<file path="src/rtl/fnbd_line_mem.sv">
// Two-port synchronous line store: one write port, one registered read port.
// A read of the address written in the same cycle returns the new data.
`timescale 1ns / 1ps
`default_nettype none

module fnbd_line_mem #(
  parameter int unsigned DW    = 16,
  parameter int unsigned DEPTH = 256,
  parameter int unsigned AW    = $clog2(DEPTH)
) (
  input  wire logic          clk_i,
  input  wire logic          wr_en_i,
  input  wire logic [AW-1:0] wr_addr_i,
  input  wire logic [DW-1:0] wr_data_i,
  input  wire logic          rd_en_i,
  input  wire logic [AW-1:0] rd_addr_i,
  output logic      [DW-1:0] rd_data_o
);

  logic [DW-1:0] mem_q [DEPTH];
  logic [DW-1:0] rd_data_q;

  always_ff @(posedge clk_i) begin
    if (wr_en_i) begin
      mem_q[wr_addr_i] <= wr_data_i;
    end
    if (rd_en_i) begin
      if (wr_en_i && (wr_addr_i == rd_addr_i)) begin
        rd_data_q <= wr_data_i;
      end else begin
        rd_data_q <= mem_q[rd_addr_i];
      end
    end
  end

  assign rd_data_o = rd_data_q;

endmodule

`default_nettype wire

</file>
<file path="config.mk">
export PLATFORM = sky130hd
export DESIGN_NAME = fnbd_line_mem
export DESIGN_NICKNAME = d
export VERILOG_FILES = /design/src/rtl/fnbd_line_mem.sv
export SDC_FILE = /design/constraint.sdc
export NUM_CORES = 2
export LEC_CHECK = 0
export BUFFER_PORTS_ARGS = -buffer_cell sky130_fd_sc_hd__buf_2
export CORE_MARGIN = 2
export CORE_UTILIZATION = 50
export DETAILED_ROUTE_END_ITERATION = 6
export HOLD_SLACK_MARGIN = 0.03
export PLACE_DENSITY_LB_ADDON = 0.1
export SETUP_SLACK_MARGIN = 0.15
export SLEW_MARGIN = 25
export SYNTH_ARGS = -nofsm -noshare
export SYNTH_HDL_FRONTEND = slang
export SYNTH_SLANG_ARGS = --single-unit
</file>
<file path="constraint.sdc">
create_clock -name clk_i -period 5.8 [get_ports clk_i]
set_input_delay 0.58 -clock clk_i [delete_from_list [all_inputs] [get_ports clk_i]]
set_output_delay 0.58 -clock clk_i [all_outputs]
set_load 0.01 [all_outputs]
</file>
==> flow_summary.json <==
{
  "grt_pass1_vias": 79600,
  "gr-total-overflow": 0,
  "grt_max_degree": 189,
  "min_to": "mem_q[201][9]",
  "cts_hold_buf": 2,
  "finalNonFillerCells": 12500,
  "die_height_um": 567,
  "synth.avg_cell_area_um2": 21.3,
  "min_path_cells": 1,
  "clockRootBuffer": "clkbuf_16",
  "powerDensity_mw_per_mm2": 346,
  "r2r_end": "rd_data_o[12]",
  "leakagePower_nw": 56.8,
  "vdd_ir_drop_max_v": 0.000310,
  "muxShareOfSynthArea_pct": 14.3,
  "synthesis.area_mm2": 0.158,
  "postCtsSetupBuffers": 0,
  "yosysSeqAreaShare_pct": 78.0,
  "hp-class": "in2reg",
  "drc": 0,
  "yosysTopAreaCell": "edfxtp_1",
  "hp-start": "wr_data_i[9]",
  "grt_first_pass_wirelength_mm": 629,
  "worstPathRequired_ns": 6.50,
  "synth_compound_area_share_pct": 3.78,
  "ys_seq_elements": 4112,
  "fin_util_pct": 57.1,
  "drive_gt1_share_pct": 25.2,
  "fin_nets": 7989,
  "viasPerCell": 6.47,
  "hpwl_mm": 271,
  "drt_wl_total_mm": 450,
  "cts_tree": "done",
  "drt-wirelength-per-cell_um": 36.0,
  "yosysUniqueCellTypes": 67,
  "setup_viol": 0,
  "cts_sinks": 4112,
  "rrSetupSlack_ns": 2.32,
  "worstRegToRegCells": 7,
  "grt_use_total_pct": 27.8,
  "area_growth_pct": 13.6,
  "status": "complete, no violations",
  "synth-edff-count": 4112,
  "yosys.area.top_type_share_pct": 78.0,
  "drv_slew": 0,
  "die_x_um": 567,
  "port_buffers": 50,
  "hold_viol": 0,
  "rows": 206,
  "synth_top_family_by_area": "multiplexers",
  "cp.arrival_ns": 5.03,
  "ant_nets": 0,
  "synth_fa_ha_area_share_pct": 0,
  "vias": 80700,
  "crit_type": "in2reg",
  "start_util_pct": 50.2,
  "ys_top_cells_by_count": "4112 x edfxtp_1, 803 x mux4_2, 411 x mux2i_1",
  "finalSetupTns_ns": 0,
  "yosysWarningCount": 0,
  "synth_area_leaders": "edfxtp_1 78%, mux4_2 11%, mux2i_1 2.6%, a22oi_1 1.2%, nor2_1 0.86%",
  "cts_resized": 0,
  "synthesis.instances": 7444,
  "yosys_most_used_dff": "edfxtp_1",
  "period_share_pct": 74.7,
  "critPathCaptureType": "flip-flop",
  "clk_pin_slew_worst_paths_ns": 0.06,
  "drt_iter0_markers": 11000,
  "async_reset_ff_share_pct": 0,
  "ios": 51,
  "rsz0062_at_grt": "no",
  "cts_htree_levels": 5,
  "synthMostInstantiatedCell": "edfxtp_1",
  "syn-num-nets": 7479,
  "fin_crit_ns": 4.33,
  "cp-start-kind": "input port",
  "core_mm2": 0.315,
  "finalClockSkew_ns": 0.0613,
  "antenna_found_initial": 39,
  "drv_cap": 0,
  "maxSlewHeadroom_pct": 22.4,
  "yosys.area_share.simple_pct": 2.22,
  "clk-insertion-delay-late_ns": 0.98,
  "yosys.area_share.xor_xnor_pct": 0.0443,
  "fmaxAchievable_mhz": 231,
  "worst-slew-pin-transition_ns": 1.16,
  "dieArea_mm2": 0.321,
  "worstPathMaxFanout": 82,
  "drt_first_pass_iters": 6,
  "dp.cells": 11700,
  "gp_congestion": 0.888,
  "cts_made_buffers": 418,
  "clk_path_buf_depth": 4,
  "reg2reg_from": "mem_q[119][12]"
}
## cell usage in the layout (no fill, tap or decap), types with 77 or more instances in the layout
cell type and n:
nand2_1 147, mux2i_1 411, a21oi_1 77, clkbuf_1 108, clkinv_1 91, edfxtp_1 4112
buf_4 444, mux4_2 803, a22oi_1 261, nor2_1 277, clkbuf_16 420, o22ai_1 107
## critical path: stages
cell and delay [ns]:
buf_12 0.57, buf_12 0.38, buf_4 0.45, mux4_2 0.56, and2_0 0.25, o21ai_0 0.52
a21oi_1 0.16, o41ai_1 1.04, nand3_1 0.15, o21a_1 0.15
## routing by layer
metal	GRT usage [%]	part of all wire, %	vias to the layer above
met1	39.7	40	43500
met2	43.4	47	3944
li1	-	-	32500
met5	0	0.022	-
met3	4.58	8.5	764
met4	10.9	4.4	14
## cell families after synthesis
group,Yosys count
flip-flops,4112
multiplexers,1257
AO/OA/AOI/OAI,817
AND/OR/NAND/NOR,784
buffers and inverters,466
XOR/XNOR,8
## state kept, by name (all words and copies together), names as in the netlist
register and cells:
rd_data_o 16, mem_q 4096
## worst max path at each step
stage | start | endpoint | slack [ns] | depth (start not counted)
after floorplan | rd_addr_i[0] | rd_data_o[13] | 2.80 | 12
after global placement | rd_addr_i[0] | rd_data_o[1] | 0.51 | 10
after detailed placement | rd_addr_i[0] | rd_data_o[3] | 0.45 | 10
after CTS | rd_addr_i[0] | rd_data_o[3] | 1.48 | 10
after global routing | rd_addr_i[0] | rd_data_o[3] | 1.51 | 10
final | rd_addr_i[0] | rd_data_o[3] | 1.47 | 10
## cell type report
| type | count | area, um2 |
|---|---|---|
| Antenna cell | 18 | 45.0 |
| Clock buffer | 528 | 10900 |
| Clock inverter | 240 | 2390 |
| Fill cell | 23200 | 135000 |
| Inverter | 7 | 31.3 |
| Multi-Input combinational cell | 2866 | 32800 |
| Sequential cell | 4112 | 123000 |
| Tap cell | 4160 | 5200 |
| Timing Repair Buffer | 549 | 4850 |
## power breakdown
part	total [mW]	internal, mW	switching [mW]
combinational	3.13	1.01	2.13
sequential	32.8	32.8	0.0503
clock	26.3	14.9	11.4
## stage by stage
stage	area (um2)	hold WS (ns)	setup slack, ns	power (mW)
floorplan	158000	0.679	2.80	35.0
global placement	166000	1.01	0.506	36.5
detailed placement	166000	1.02	0.453	36.6
CTS	180000	0.0625	1.48	62.6
global route	180000	0.0768	1.51	63.9
finish	180000	0.107	1.47	62.2
No activity file was read; power rests on OpenSTA's default activity.
